## src/ssc_pkg.sv

```systemverilog
// ----------------------------------------------------------------------------
// ssc_pkg
// shared types and constants of the slot phase sync controller
// ----------------------------------------------------------------------------
package ssc_pkg;

  // register indexes on the configuration port
  localparam logic [2:0] CFG_MIN_SCORE     = 3'd0;
  localparam logic [2:0] CFG_AIM_OFFSET    = 3'd1;
  localparam logic [2:0] CFG_SAMPLES_PER_SYM = 3'd2;
  localparam logic [2:0] CFG_ACQ_STEP      = 3'd3;
  localparam logic [2:0] CFG_FINE_STEP     = 3'd4;
  localparam logic [2:0] CFG_NOMINAL_GAP   = 3'd5;
  localparam logic [2:0] CFG_SLOT_LEN      = 3'd6;

  localparam int CFG_IDX_W  = 3;
  localparam int CFG_DATA_W = 18;

  // loop state codes as reported on lock_state
  localparam logic [1:0] LS_ACQUIRE = 2'd0;
  localparam logic [1:0] LS_FINE    = 2'd1;
  localparam logic [1:0] LS_TRACK   = 2'd2;

  // gap reduction: magnitude bits of base gap plus correction
  localparam int DIV_BITS  = 21;
  localparam int DIV_CNT_W = $clog2(DIV_BITS + 1);

  // commands from the controller to the datapath
  typedef struct packed {
    logic load;   // capture the input beat
    logic prep;   // products for a report, or divider set-up for a gap request
    logic upd;    // loop state update for a report
    logic step;   // one restoring step of the slot reduction
    logic fix;    // final gap adjustment
    logic push;   // move the result into the output register
  } ssc_cmd_t;

  // status from the datapath to the controller
  typedef struct packed {
    logic is_gap;   // captured beat is a gap request
    logic div_last; // current step is the last of the reduction
  } ssc_stat_t;

endpackage

```

## src/ssc_datapath.sv

```systemverilog
// ----------------------------------------------------------------------------
// ssc_datapath
// configuration, loop state, products, slot reduction and output register
// ----------------------------------------------------------------------------
module ssc_datapath #(
  parameter int SWEEP_REPORTS   = 2,
  parameter int DITHER_COUNT    = 8,
  parameter int LATENCY_REPORTS = 1,
  parameter int WEAK_LIMIT      = 4,
  parameter int LOST_LIMIT      = 8
) (
  input  logic                               clk,
  input  logic                               rst,
  input  logic                               cfg_we,
  input  logic [ssc_pkg::CFG_IDX_W-1:0]      cfg_index,
  input  logic [ssc_pkg::CFG_DATA_W-1:0]     cfg_data,
  input  logic                               mode,
  input  logic signed [15:0]                 score,
  input  logic signed [7:0]                  offset,
  input  logic                               confirmed,
  input  ssc_pkg::ssc_cmd_t                  cmd,
  output ssc_pkg::ssc_stat_t                 stat,
  output logic signed [20:0]                 phase_delta,
  output logic [18:0]                        gap,
  output logic [1:0]                         lock_state
);
  import ssc_pkg::*;

  localparam logic [6:0] DCNT    = 7'(DITHER_COUNT);
  localparam logic [7:0] LAT     = 8'(LATENCY_REPORTS);
  localparam logic [7:0] WLIM    = 8'(WEAK_LIMIT);
  localparam logic [7:0] LLIM    = 8'(LOST_LIMIT);
  localparam logic [7:0] SWP     = 8'(SWEEP_REPORTS);

  // configuration
  logic [14:0]        min_score;
  logic signed [7:0]  aim_offset;
  logic [12:0]        samples_per_symbol;
  logic [17:0]        acq_step;
  logic [11:0]        fine_step;
  logic [17:0]        nominal_gap;
  logic [17:0]        slot_len;

  // captured beat
  logic               mode_q;
  logic signed [15:0] score_q;
  logic signed [7:0]  offset_q;
  logic               conf_q;

  // loop state
  logic [1:0]         loop_state;
  logic [7:0]         quiet_count;
  logic [7:0]         weak_count;
  logic [7:0]         settle_count;
  logic [6:0]         dither_position;
  logic [6:0]         best_dither;
  logic signed [15:0] best_dither_score;
  logic signed [15:0] locked_score;
  logic signed [20:0] pending_correction;

  // products
  logic signed [22:0] off_prod;
  logic [18:0]        dith_prod;

  // slot reduction
  logic [DIV_BITS-1:0]  dvd;
  logic [18:0]          rem;
  logic [DIV_CNT_W-1:0] div_cnt;
  logic                 neg;

  // result waiting for the output register
  logic signed [20:0] res_delta;
  logic [18:0]        res_gap;
  logic [1:0]         res_lock;

  always_ff @(posedge clk) begin
    if (rst) begin
      min_score          <= 15'd10;
      aim_offset         <= 8'sd0;
      samples_per_symbol <= 13'd1920;
      acq_step           <= 18'd45000;
      fine_step          <= 12'd240;
      nominal_gap        <= 18'd28800;
      slot_len           <= 18'd180000;
    end else if (cfg_we) begin
      unique case (cfg_index)
        CFG_MIN_SCORE:       min_score          <= cfg_data[14:0];
        CFG_AIM_OFFSET:      aim_offset         <= cfg_data[7:0];
        CFG_SAMPLES_PER_SYM: samples_per_symbol <= cfg_data[12:0];
        CFG_ACQ_STEP:        acq_step           <= cfg_data[17:0];
        CFG_FINE_STEP:       fine_step          <= cfg_data[11:0];
        CFG_NOMINAL_GAP:     nominal_gap        <= cfg_data[17:0];
        CFG_SLOT_LEN:        slot_len           <= cfg_data[17:0];
        default: ;
      endcase
    end
  end

  always_ff @(posedge clk) begin
    if (cmd.load) begin
      mode_q   <= mode;
      score_q  <= score;
      offset_q <= offset;
      conf_q   <= confirmed;
    end
  end

  assign stat.is_gap   = mode_q;
  assign stat.div_last = (div_cnt == DIV_CNT_W'(1));

  // products for the report, best dither as it stands after this report
  logic signed [8:0]  off_diff;
  logic [6:0]         bd_cand;
  always_comb begin
    off_diff = $signed({offset_q[7], offset_q}) - $signed({aim_offset[7], aim_offset});
    bd_cand  = (dither_position != 7'd0 && score_q > best_dither_score)
             ? dither_position - 7'd1 : best_dither;
  end

  // divider set-up
  logic signed [21:0] gsum;
  logic [21:0]        gmag;
  logic [17:0]        slot_eff;
  always_comb begin
    gsum     = $signed({4'd0, nominal_gap}) + $signed({pending_correction[20], pending_correction});
    gmag     = gsum[21] ? 22'(-gsum) : gsum;
    slot_eff = (slot_len == 18'd0) ? 18'd1 : slot_len;
  end

  // one restoring step
  logic [18:0] rem_sh;
  logic [18:0] rem_step;
  always_comb begin
    rem_sh   = {rem[17:0], dvd[DIV_BITS-1]};
    rem_step = (rem_sh >= {1'b0, slot_eff}) ? rem_sh - {1'b0, slot_eff} : rem_sh;
  end

  // final gap adjustment
  logic [17:0] gmod;
  logic [18:0] gfin;
  always_comb begin
    gmod = (neg && rem != 19'd0) ? slot_eff - rem[17:0] : rem[17:0];
    gfin = (gmod < nominal_gap) ? {1'b0, gmod} + {1'b0, slot_eff} : {1'b0, gmod};
  end

  // report update
  logic               sig_present;
  logic signed [15:0] min16;
  logic signed [18:0] score8;
  logic signed [18:0] locked5;
  logic signed [20:0] off_sat;
  logic signed [20:0] delta;
  logic [1:0]         ls_n;
  logic [7:0]         q_n, w_n, s_n;
  logic [6:0]         dp_n, bd_n;
  logic signed [15:0] bds_n, lk_n;

  always_comb begin
    min16       = $signed({1'b0, min_score});
    sig_present = score_q >= min16;
    score8      = $signed({score_q, 3'b000});
    locked5     = $signed({locked_score[15], locked_score, 2'b00})
                + $signed({{3{locked_score[15]}}, locked_score});
    if (off_prod > 23'sd1048575) begin
      off_sat = 21'sh0FFFFF;
    end else if (off_prod < -23'sd1048576) begin
      off_sat = 21'sh100000;
    end else begin
      off_sat = off_prod[20:0];
    end

    ls_n  = loop_state;
    q_n   = quiet_count;
    w_n   = weak_count;
    s_n   = settle_count;
    dp_n  = dither_position;
    bd_n  = best_dither;
    bds_n = best_dither_score;
    lk_n  = locked_score;
    delta = 21'sd0;

    if (loop_state == LS_FINE) begin
      if (dither_position != 7'd0 && score_q > best_dither_score) begin
        bds_n = score_q;
        bd_n  = dither_position - 7'd1;
      end
      if (dither_position < DCNT) begin
        delta = $signed({9'd0, fine_step});
        dp_n  = dither_position + 7'd1;
      end else if (bds_n >= min16) begin
        delta = $signed({2'b00, dith_prod});
        lk_n  = bds_n;
        w_n   = 8'd0;
        q_n   = 8'd0;
        s_n   = LAT;
        ls_n  = LS_TRACK;
      end else begin
        q_n  = 8'd0;
        ls_n = LS_ACQUIRE;
      end
    end else if (loop_state == LS_TRACK) begin
      if (settle_count != 8'd0) begin
        s_n = settle_count - 8'd1;
      end else if (sig_present) begin
        q_n   = 8'd0;
        delta = off_sat;
        if (delta != 21'sd0) begin
          s_n = LAT;
        end
        if (score8 < locked5) begin
          w_n = weak_count + 8'd1;
          if (w_n >= WLIM) begin
            w_n   = 8'd0;
            s_n   = 8'd0;
            dp_n  = 7'd0;
            bd_n  = 7'd0;
            bds_n = 16'sd0;
            ls_n  = LS_FINE;
          end
        end else begin
          w_n = 8'd0;
          if (score_q > locked_score) begin
            lk_n = score_q;
          end
        end
      end else begin
        q_n = quiet_count + 8'd1;
        if (q_n >= LLIM) begin
          q_n  = 8'd0;
          w_n  = 8'd0;
          s_n  = 8'd0;
          ls_n = LS_ACQUIRE;
        end
      end
    end else begin
      ls_n = LS_ACQUIRE;
      if (conf_q) begin
        q_n   = 8'd0;
        delta = off_sat;
        dp_n  = 7'd0;
        bd_n  = 7'd0;
        bds_n = 16'sd0;
        ls_n  = LS_FINE;
      end else begin
        q_n = quiet_count + 8'd1;
        if (q_n >= SWP) begin
          q_n   = 8'd0;
          delta = $signed({3'd0, acq_step});
        end
      end
    end
  end

  always_ff @(posedge clk) begin
    if (rst) begin
      loop_state         <= LS_ACQUIRE;
      quiet_count        <= 8'd0;
      weak_count         <= 8'd0;
      settle_count       <= 8'd0;
      dither_position    <= 7'd0;
      best_dither        <= 7'd0;
      best_dither_score  <= 16'sd0;
      locked_score       <= 16'sd0;
      pending_correction <= 21'sd0;
    end else if (cmd.upd) begin
      loop_state         <= ls_n;
      quiet_count        <= q_n;
      weak_count         <= w_n;
      settle_count       <= s_n;
      dither_position    <= dp_n;
      best_dither        <= bd_n;
      best_dither_score  <= bds_n;
      locked_score       <= lk_n;
      pending_correction <= delta;
    end else if (cmd.prep && mode_q) begin
      pending_correction <= 21'sd0;
    end
  end

  always_ff @(posedge clk) begin
    if (cmd.prep) begin
      off_prod  <= off_diff * $signed({1'b0, samples_per_symbol});
      dith_prod <= bd_cand * fine_step;
      dvd       <= gmag[DIV_BITS-1:0];
      neg       <= gsum[21];
      rem       <= 19'd0;
    end else if (cmd.step) begin
      dvd <= {dvd[DIV_BITS-2:0], 1'b0};
      rem <= rem_step;
    end
  end

  always_ff @(posedge clk) begin
    if (rst) begin
      div_cnt <= '0;
    end else if (cmd.prep) begin
      div_cnt <= DIV_CNT_W'(DIV_BITS);
    end else if (cmd.step) begin
      div_cnt <= div_cnt - DIV_CNT_W'(1);
    end
  end

  always_ff @(posedge clk) begin
    if (cmd.upd) begin
      res_delta <= delta;
      res_gap   <= 19'd0;
      res_lock  <= ls_n;
    end else if (cmd.fix) begin
      res_delta <= 21'sd0;
      res_gap   <= gfin;
      res_lock  <= loop_state;
    end
  end

  always_ff @(posedge clk) begin
    if (cmd.push) begin
      phase_delta <= res_delta;
      gap         <= res_gap;
      lock_state  <= res_lock;
    end
  end

`ifndef SYNTHESIS
  a_loop_state_code: assert property (@(posedge clk) disable iff (rst)
    loop_state == LS_ACQUIRE || loop_state == LS_FINE || loop_state == LS_TRACK)
    else $error("loop state holds an unused code");

  a_gap_clears_pending: assert property (@(posedge clk) disable iff (rst)
    (cmd.prep && mode_q) |=> pending_correction == 21'sd0)
    else $error("pending correction not cleared by gap request");

  a_rem_below_slot: assert property (@(posedge clk) disable iff (rst)
    cmd.fix |-> rem < {1'b0, slot_eff})
    else $error("slot reduction remainder out of range");
`endif

endmodule

```

## src/ssc_ctrl.sv

```systemverilog
// ----------------------------------------------------------------------------
// ssc_ctrl
// sequencer for one beat at a time: capture, compute, hand over
// ----------------------------------------------------------------------------
module ssc_ctrl (
  input  logic               clk,
  input  logic               rst,
  input  logic               in_valid,
  output logic               in_stall,
  output logic               out_valid,
  input  logic               out_stall,
  input  ssc_pkg::ssc_stat_t stat,
  output ssc_pkg::ssc_cmd_t  cmd
);
  import ssc_pkg::*;

  typedef enum logic [5:0] {
    S_IDLE = 6'b000001,
    S_PREP = 6'b000010,
    S_UPD  = 6'b000100,
    S_DIV  = 6'b001000,
    S_FIX  = 6'b010000,
    S_PUSH = 6'b100000
  } ctrl_state_t;

  ctrl_state_t state, state_next;
  logic        out_free;

  assign in_stall = (state != S_IDLE);
  assign out_free = !out_valid || !out_stall;

  always_comb begin
    cmd        = '0;
    state_next = state;
    unique case (state)
      S_IDLE: begin
        if (in_valid) begin
          cmd.load   = 1'b1;
          state_next = S_PREP;
        end
      end
      S_PREP: begin
        cmd.prep   = 1'b1;
        state_next = stat.is_gap ? S_DIV : S_UPD;
      end
      S_UPD: begin
        cmd.upd    = 1'b1;
        state_next = S_PUSH;
      end
      S_DIV: begin
        cmd.step = 1'b1;
        if (stat.div_last) begin
          state_next = S_FIX;
        end
      end
      S_FIX: begin
        cmd.fix    = 1'b1;
        state_next = S_PUSH;
      end
      S_PUSH: begin
        if (out_free) begin
          cmd.push   = 1'b1;
          state_next = S_IDLE;
        end
      end
      default: state_next = S_IDLE;
    endcase
  end

  always_ff @(posedge clk) begin
    if (rst) begin
      state     <= S_IDLE;
      out_valid <= 1'b0;
    end else begin
      state <= state_next;
      if (cmd.push) begin
        out_valid <= 1'b1;
      end else if (!out_stall) begin
        out_valid <= 1'b0;
      end
    end
  end

`ifndef SYNTHESIS
  a_accept_starts_work: assert property (@(posedge clk) disable iff (rst)
    (in_valid && !in_stall) |=> state == S_PREP)
    else $error("accepted beat did not start work");

  a_push_into_free: assert property (@(posedge clk) disable iff (rst)
    cmd.push |-> (!out_valid || !out_stall))
    else $error("result pushed over an untaken beat");

  a_valid_from_push: assert property (@(posedge clk) disable iff (rst)
    $rose(out_valid) |-> $past(cmd.push))
    else $error("output valid without a pushed result");
`endif

endmodule

```

## src/slot_phase_sync_controller.sv

```systemverilog
// ----------------------------------------------------------------------------
// slot_phase_sync_controller
// slot timing lock loop: acquire sweep, fine dither search and tracking,
// with a pending phase correction turned into the next slot gap
// ----------------------------------------------------------------------------
//  channel | signals                                 | direction
//  --------+-----------------------------------------+----------
//  in      | in_valid, in_stall, mode, score,        | into block
//          | offset, confirmed                       |
//  out     | out_valid, out_stall, phase_delta,      | out of block
//          | gap, lock_state                         |
//  config  | cfg_we, cfg_index, cfg_data             | into block
//
// a slot report goes through capture, products, loop update and hand-over
//   to the output register before the next accept
// for a gap request the 21 magnitude bits of base gap plus
//   correction go through a restoring reduction by the slot length, one bit
//   a cycle, then a sign and base-gap adjustment
// a stalled output only holds the hand-over; the next beat is taken while a
//   finished result still waits
// synchronous reset restores the register defaults and the acquire state
// ----------------------------------------------------------------------------
module slot_phase_sync_controller #(
  parameter int SWEEP_REPORTS   = 2,
  parameter int DITHER_COUNT    = 8,
  parameter int LATENCY_REPORTS = 1,
  parameter int WEAK_LIMIT      = 4,
  parameter int LOST_LIMIT      = 8
) (
  input  logic                           clk,
  input  logic                           rst,
  // configuration writes
  input  logic                           cfg_we,
  input  logic [ssc_pkg::CFG_IDX_W-1:0]  cfg_index,
  input  logic [ssc_pkg::CFG_DATA_W-1:0] cfg_data,
  // input beats
  input  logic                           in_valid,
  output logic                           in_stall,
  input  logic                           mode,
  input  logic signed [15:0]             score,
  input  logic signed [7:0]              offset,
  input  logic                           confirmed,
  // result beats
  output logic                           out_valid,
  input  logic                           out_stall,
  output logic signed [20:0]             phase_delta,
  output logic [18:0]                    gap,
  output logic [1:0]                     lock_state
);
  import ssc_pkg::*;

  // command and status between sequencer and datapath
  ssc_cmd_t  cmd;
  ssc_stat_t stat;

  // sequencer: owns both handshakes
  ssc_ctrl u_ctrl (
    .clk       (clk),
    .rst       (rst),
    .in_valid  (in_valid),
    .in_stall  (in_stall),
    .out_valid (out_valid),
    .out_stall (out_stall),
    .stat      (stat),
    .cmd       (cmd)
  );

  // datapath: registers, loop state, products, gap reduction, output payload
  ssc_datapath #(
    .SWEEP_REPORTS   (SWEEP_REPORTS),
    .DITHER_COUNT    (DITHER_COUNT),
    .LATENCY_REPORTS (LATENCY_REPORTS),
    .WEAK_LIMIT      (WEAK_LIMIT),
    .LOST_LIMIT      (LOST_LIMIT)
  ) u_datapath (
    .clk         (clk),
    .rst         (rst),
    .cfg_we      (cfg_we),
    .cfg_index   (cfg_index),
    .cfg_data    (cfg_data),
    .mode        (mode),
    .score       (score),
    .offset      (offset),
    .confirmed   (confirmed),
    .cmd         (cmd),
    .stat        (stat),
    .phase_delta (phase_delta),
    .gap         (gap),
    .lock_state  (lock_state)
  );

endmodule
```

## config.mk

```make
export PLATFORM = sky130hd
export DESIGN_NAME = slot_phase_sync_controller
export DESIGN_NICKNAME = d
export VERILOG_FILES = /design/src/ssc_pkg.sv /design/src/ssc_datapath.sv /design/src/ssc_ctrl.sv /design/src/slot_phase_sync_controller.sv
export SDC_FILE = /design/constraint.sdc
export NUM_CORES = 2
export LEC_CHECK = 0
export ABC_AREA = 1
export BUFFER_PORTS_ARGS = -buffer_cell sky130_fd_sc_hd__buf_2
export CAP_MARGIN = 5
export CORE_AREA = 5 5 283 285
export DETAILED_ROUTE_END_ITERATION = 6
export DIE_AREA = 0 0 288 290
export GPL_TIMING_DRIVEN = 0
export SYNTH_ARGS = -nofsm -noshare
export SYNTH_HDL_FRONTEND = slang
export SYNTH_HIERARCHICAL = 1
export SYNTH_SLANG_ARGS = --single-unit
```

## constraint.sdc

```tcl
create_clock -name clk -period 6.97 [get_ports clk]
set_clock_uncertainty 0.15 [all_clocks]
set_input_delay 0.697 -clock clk [delete_from_list [all_inputs] [get_ports clk]]
set_output_delay 0.697 -clock clk [all_outputs]
set_load 0.02 [all_outputs]
```

# Yosys cells after proc, flatten, opt, wreduce, memory -nomap -nowiden
# Index checks and enable logic that the tools add are counted.
[totals]
ff_bits = 400
elab_cells = 232
out_inout_bits = 44
[classes]
n_mux = 103
n_eq_ne = 29
n_reduce_logical = 37
n_mul = 2
add_sub_neg = 13
magnitude_cmp = 13
[ops]
columns = ["cell", "count"]
rows = [
  ["2-to-1 mux 21 bit", 15],
  ["2-to-1 mux 16 bit", 17],
  ["2-to-1 mux 8 bit", 26],
  ["2-to-1 mux 7 bit", 10],
  ["2-to-1 mux 19 bit", 3],
  ["2-to-1 mux 18 bit", 3],
  [">= comparator 16 bit", 2],
  ["> comparator 16 bit", 2],
  ["one-hot mux 6 bit (5 select lines)", 1],
  ["> comparator 23 x 21 -> 1 bit (second input constant)", 1],
  ["< comparator 23 x 21 -> 1 bit (second input constant)", 1],
  ["multiplier 9 x 14 -> 23 bit", 1],
  ["adder 19 x 21 -> 22 bit", 1],
  ["2-to-1 mux 2 bit", 11],
  ["negator 21 bit", 1],
  ["nonzero test 21 bit", 1],
  ["adder 18 x 16 -> 19 bit", 1],
  ["adder 18 x 18 -> 19 bit", 1],
  [">= comparator 19 x 18 -> 1 bit", 1],
  ["< comparator 19 bit", 1],
  ["multiplier 7 x 12 -> 19 bit", 1],
  ["nonzero test 19 bit", 1],
  ["subtractor 19 x 18 -> 19 bit", 1],
  ["zero test 18 bit", 1],
  ["49 further kinds", 93],
]

# Longest topological paths before layout
[logic_depth]
depth_word = 11
depth_mapped = 39
ltp_nobuf = 39

# Cells and area by module
# The synthesis kept the hierarchy.
[by_module_without_submodules]
columns = ["mod", "instances", "cells_per_inst", "seq_area_each_um2", "area_per_inst_um2"]
rows = [
  ["ssc_datapath", 1, 3991, 9419.0, 30170.2],
  ["ssc_ctrl", 1, 57, 140.1, 402.9],
]

# Worst setup path before layout
# No wires, ideal clock.
[synth_timing]
path_kind = "flip-flop to flip-flop"
startpoint = "reg u_datapath.offset_q[0]"
endpoint = "reg u_datapath.off_prod[17] (data pin)"
slack_ns = 0.313
arrival_time_ns = 6.254
synth_period_minus_slack_ns = 6.657
path_stages_with_launch = 34
path_cell_list = "edfxtp_1 inv_1 ha_1 inv_1 fa_1 a21oi_1 o21ai_0 a21oi_1 o21ai_0 nand2_1 a22oi_1 clkinv_1 nand2_1 fa_1 fa_1 fa_1 inv_1 fa_1 fa_1 ha_1 nand3_1 nand3_1 a21oi_1 inv_1 nand2_1 nand2_1 a21oi_1 o21ai_0 nand2_1 inv_1 o21ai_0 nand2_1 nand2_1 nand2_1"
[synth_between]
elab_chain_cells = 2
[synth_rtl]
columns = ["element", "line", "source"]
rows = [
  ["start: declaration", "ssc_datapath.sv:47", "logic signed [7:0] offset_q;"],
  ["start signal: assignment", "ssc_datapath.sv:103", "offset_q <= offset;"],
  ["subtractor 8 x 8 -> 9 bit", "ssc_datapath.sv:115", "off_diff = $signed({offset_q[7], offset_q}) - $signed({aim_offset[7], aim_offset});"],
  ["multiplier 9 x 14 -> 23 bit", "ssc_datapath.sv:282", "off_prod <= off_diff * $signed({1'b0, samples_per_symbol});"],
  ["end signal: assignment", "ssc_datapath.sv:282", ""],
  ["end: declaration", "ssc_datapath.sv:62", "logic signed [22:0] off_prod;"],
]
# Every way passes these cells.
# A chain may end at the register's enable or synchronous reset.

# Worst setup path after layout
[layout_timing]
startpoint = "reg u_datapath.offset_q[0]"
endpoint = "reg u_datapath.off_prod[22] (data pin)"
# The elaborated chain is that of the path after synthesis.

==> results_dict.tcl <==
set metrics [dict create \
    post-route-period-util_pct 94.3 \
    rows 102 \
    ys_seq_elements 400 \
    cts.sinks 400 \
    cp-start-kind "flop" \
    cp-end-kind "flop" \
    tritoncts "yes" \
    io_buffers 95 \
    nNetsFinal 4706 \
    worst-endpoint-arrival_ns 6.75 \
    synth_top_cell_by_area "dfxtp_1" \
    yosysMostFrequentCell "nand2_1" \
    async_reset_ff_share_pct 0 \
    timing.max_cap.violations 0 \
    synth-edff-count 155 \
    min_to "u_datapath/mode_q$_DFFE_PP_" \
    place.detailed.hpwl_mm 72.4 \
    outcome "finished, final reports clean" \
    r2r-start "u_datapath/offset_q[0]$_DFFE_PP_" \
    cp_num_buf_inv 4 \
    fmax_mhz 152 \
    grt_use_met2_pct 34.6 \
    drive_above_1_share_pct 7.51 \
    antenna_left 0 \
    die_area_um2 83500 \
    hold_path.startpoint "mode" \
    worstReg2RegEnd "u_datapath/off_prod[22]$_DFFE_PP_" \
    htreeDepth 2 \
    path_delay_family "adder cells" \
    wl_per_cell_um 17.0 \
    synth_ff_type "dfxtp_1" \
    worst_hold_slack_ns 0.123 \
    rr_worst_depth 29 \
    postSynthCellCount 4048 \
    die_height_um 290 \
    yosysUniqueCellTypes 62 \
    gp_congestion 0.906 \
    drt-total-wl_mm 90.3 \
    antenna_found_initial 4 \
    critPathMaxStageDelay_ns 0.55 \
    whs_path_depth 1 \
    met1_usage_pct 29.1 \
    fin_crit_ns 6.57 \
    ys_seq_area_share_pct 31.3 \
    hold_buffers 0 \
    route.detailed.drc 0 \
    critical_path_required_ns 7.15 \
    start_util_pct 39.7 \
    grt-ovfl-total 0 \
    p_leak_nw 16.6 \
    critPathMaxFanout 4 \
    yosys_warnings 6 \
    use_met3_pct 2.95 \
    path_class "reg2reg" \
    yosysTopAreaCellShare_pct 16.0 \
    grt_max_degree 36 \
    slew_headroom_pct 32.8 \
    area_growth_pct 12.7 \
    viasPerCell 5.04 \
    clockBufferDepth 3 \
    reg2reg_slack_ns 0.40 \
    crit_top_cell "fa_1" \
    syn_nets 4535 \
    cts-root-buf "clkbuf_16" \
    cp_slowest_cell "fa_1" \
    p_per_area_nw_per_um2 313 \
    syn_area_um2 30600 \
    top_usage_layer "met2" \
    syn_avg_cell_area_um2 7.55 \
    numCtsBuffers 50 \
    ir_drop_uv 574 \
    report.final.slew_viol_count 0 \
    first_pass_iters 6 \
    dieWidth_um 288 \
    grt_pass1_wl_mm 141 \
    power_w 0.0108 \
    setup_tns_ns 0 \
    insertedDiodeCount 0 \
    clk_latency_ns 0.62 \
    synth_area_leaders "dfxtp_1, edfxtp_1, ha_1, nand2_1, fa_1" \
    tightest_slew_ns 1.01 \
    num_vias 26700 \
    core_um2 77100 \
    path_clk_slew_ns 0.06 \
    final-hold-violation-count 0 \
    dp.cells 5185 \
    grt_pass1_vias 25200 \
    min_path_type "in2reg" \
    drt-initial-drc-count 2007 \
    final-setup-viol-count 0 \
    grt_usage_pct 21.1 \
    pin_count 96 \
    layout.cells.non_filler 5301 \
    netlist_top_cells_count "nand2_1, inv_1, nor2_1" \
]
-- per-layer routing --
| metal | vias up | part of all wire, % |
|---|---|---|
| li1 | 13500 | - |
| met1 | 12400 | 45 |
| met2 | 710 | 46 |
| met3 | 156 | 5.9 |
| met4 | 0 | 3.2 |
| met5 | - | 0 |
-- how the worst max path moves through the flow --
stage                                    endpoint  depth (start not counted)                        startpoint  slack, ns
2_1_floorplan   u_datapath/off_prod[17]$_DFFE_PP_                         33  u_datapath/offset_q[0]$_DFFE_PP_       0.31
3_3_place_gp    u_datapath/off_prod[17]$_DFFE_PP_                         33  u_datapath/offset_q[0]$_DFFE_PP_      -0.69
3_5_place_dp    u_datapath/off_prod[17]$_DFFE_PP_                         33  u_datapath/offset_q[0]$_DFFE_PP_      -0.71
4_1_cts        u_datapath/dith_prod[13]$_DFFE_PP_                         33  u_datapath/score_q[14]$_DFFE_PP_       0.02
5_1_grt        u_datapath/dith_prod[18]$_DFFE_PP_                         34  u_datapath/score_q[14]$_DFFE_PP_      -0.01
6_report        u_datapath/off_prod[22]$_DFFE_PP_                         29  u_datapath/offset_q[0]$_DFFE_PP_       0.40
-- timing repair --
item	in CTS	in global routing
pin swaps	1	7
hold endpoints to repair	0	0
endpoints found under the setup margin	13	15
gates resized for setup	11	39
gates cloned	0	3
setup buffers	5	16
-- kinds of logic (layout without fill, tap and decap cells) --
kind of cell	after synthesis	after routing	synth area share (%)
simple gates	1619	1619	22.0
buf+inv	775	987	9.80
fa+ha+maj	435	435	21.1
compound gates	713	714	12.8
xor+xnor	106	106	3.04
flops	400	400	31.3
-- cell usage in the layout (no fill, tap or decap), types with 7 or more instances in the layout --
master,instances
a21oi_1,310
a31oi_1,24
and2_1,7
buf_2,112
buf_4,26
clkbuf_1,84
clkbuf_16,51
clkinv_1,12
clkinv_4,8
dfxtp_1,245
edfxtp_1,155
fa_1,133
ha_1,295
inv_1,645
inv_2,8
nand2_1,936
nand2_2,10
nand3_1,177
nand3_2,7
nand3b_1,7
nand4_1,38
nor2_1,352
nor2_4,7
nor3_1,35
o211ai_1,38
o21a_1,15
o21ai_0,221
o21ai_1,33
o22ai_1,14
or2_2,13
xnor2_1,31
xor2_1,75
-- where the power goes --
group,leakage (nW),switching [W],internal (W)
Sequential,3.35,0.000157,0.00274
Combinational,12.4,0.00327,0.00197
Clock,0.808,0.00110,0.00154
-- area by class of cell --
class                   instances  area, um^2
plain buffers                 112         522
repair buffers                120         696
fillers                      7882       42600
clock inverters                33         358
clock buffers                  61        1310
multi-input cells            2874       18200
inverters                     661        2500
well taps                    1040        1300
flip-flops and latches        400        9560
-- flip-flops by register name, summed over array words and instances (netlist names), 8 cells and up --
signal,cells
u_datapath/acq_step,18
u_datapath/aim_offset,8
u_datapath/best_dither_score,16
u_datapath/dith_prod,19
u_datapath/dvd,21
u_datapath/fine_step,12
u_datapath/gap,19
u_datapath/locked_score,16
u_datapath/min_score,15
u_datapath/nominal_gap,18
u_datapath/off_prod,23
u_datapath/offset_q,8
u_datapath/pending_correction,21
u_datapath/phase_delta,21
u_datapath/quiet_count,8
u_datapath/rem,19
u_datapath/res_delta,21
u_datapath/res_gap,19
u_datapath/samples_per_symbol,13
u_datapath/score_q,16
u_datapath/settle_count,8
u_datapath/slot_len,18
u_datapath/weak_count,8
-- metrics by stage --
step / setup WS (ns) / cell area [um^2] / util (%)
2_1_floorplan: 0.313 / 30600 / -
3_3_place_gp: -0.690 / 32300 / 42.0
3_5_place_dp: -0.711 / 32400 / 42.0
4_1_cts: 0.0233 / 34200 / 44.3
5_1_grt: -0.0115 / 34500 / 44.7
6_report: 0.397 / 34500 / 44.7
No activity file was read; power rests on OpenSTA's default activity.
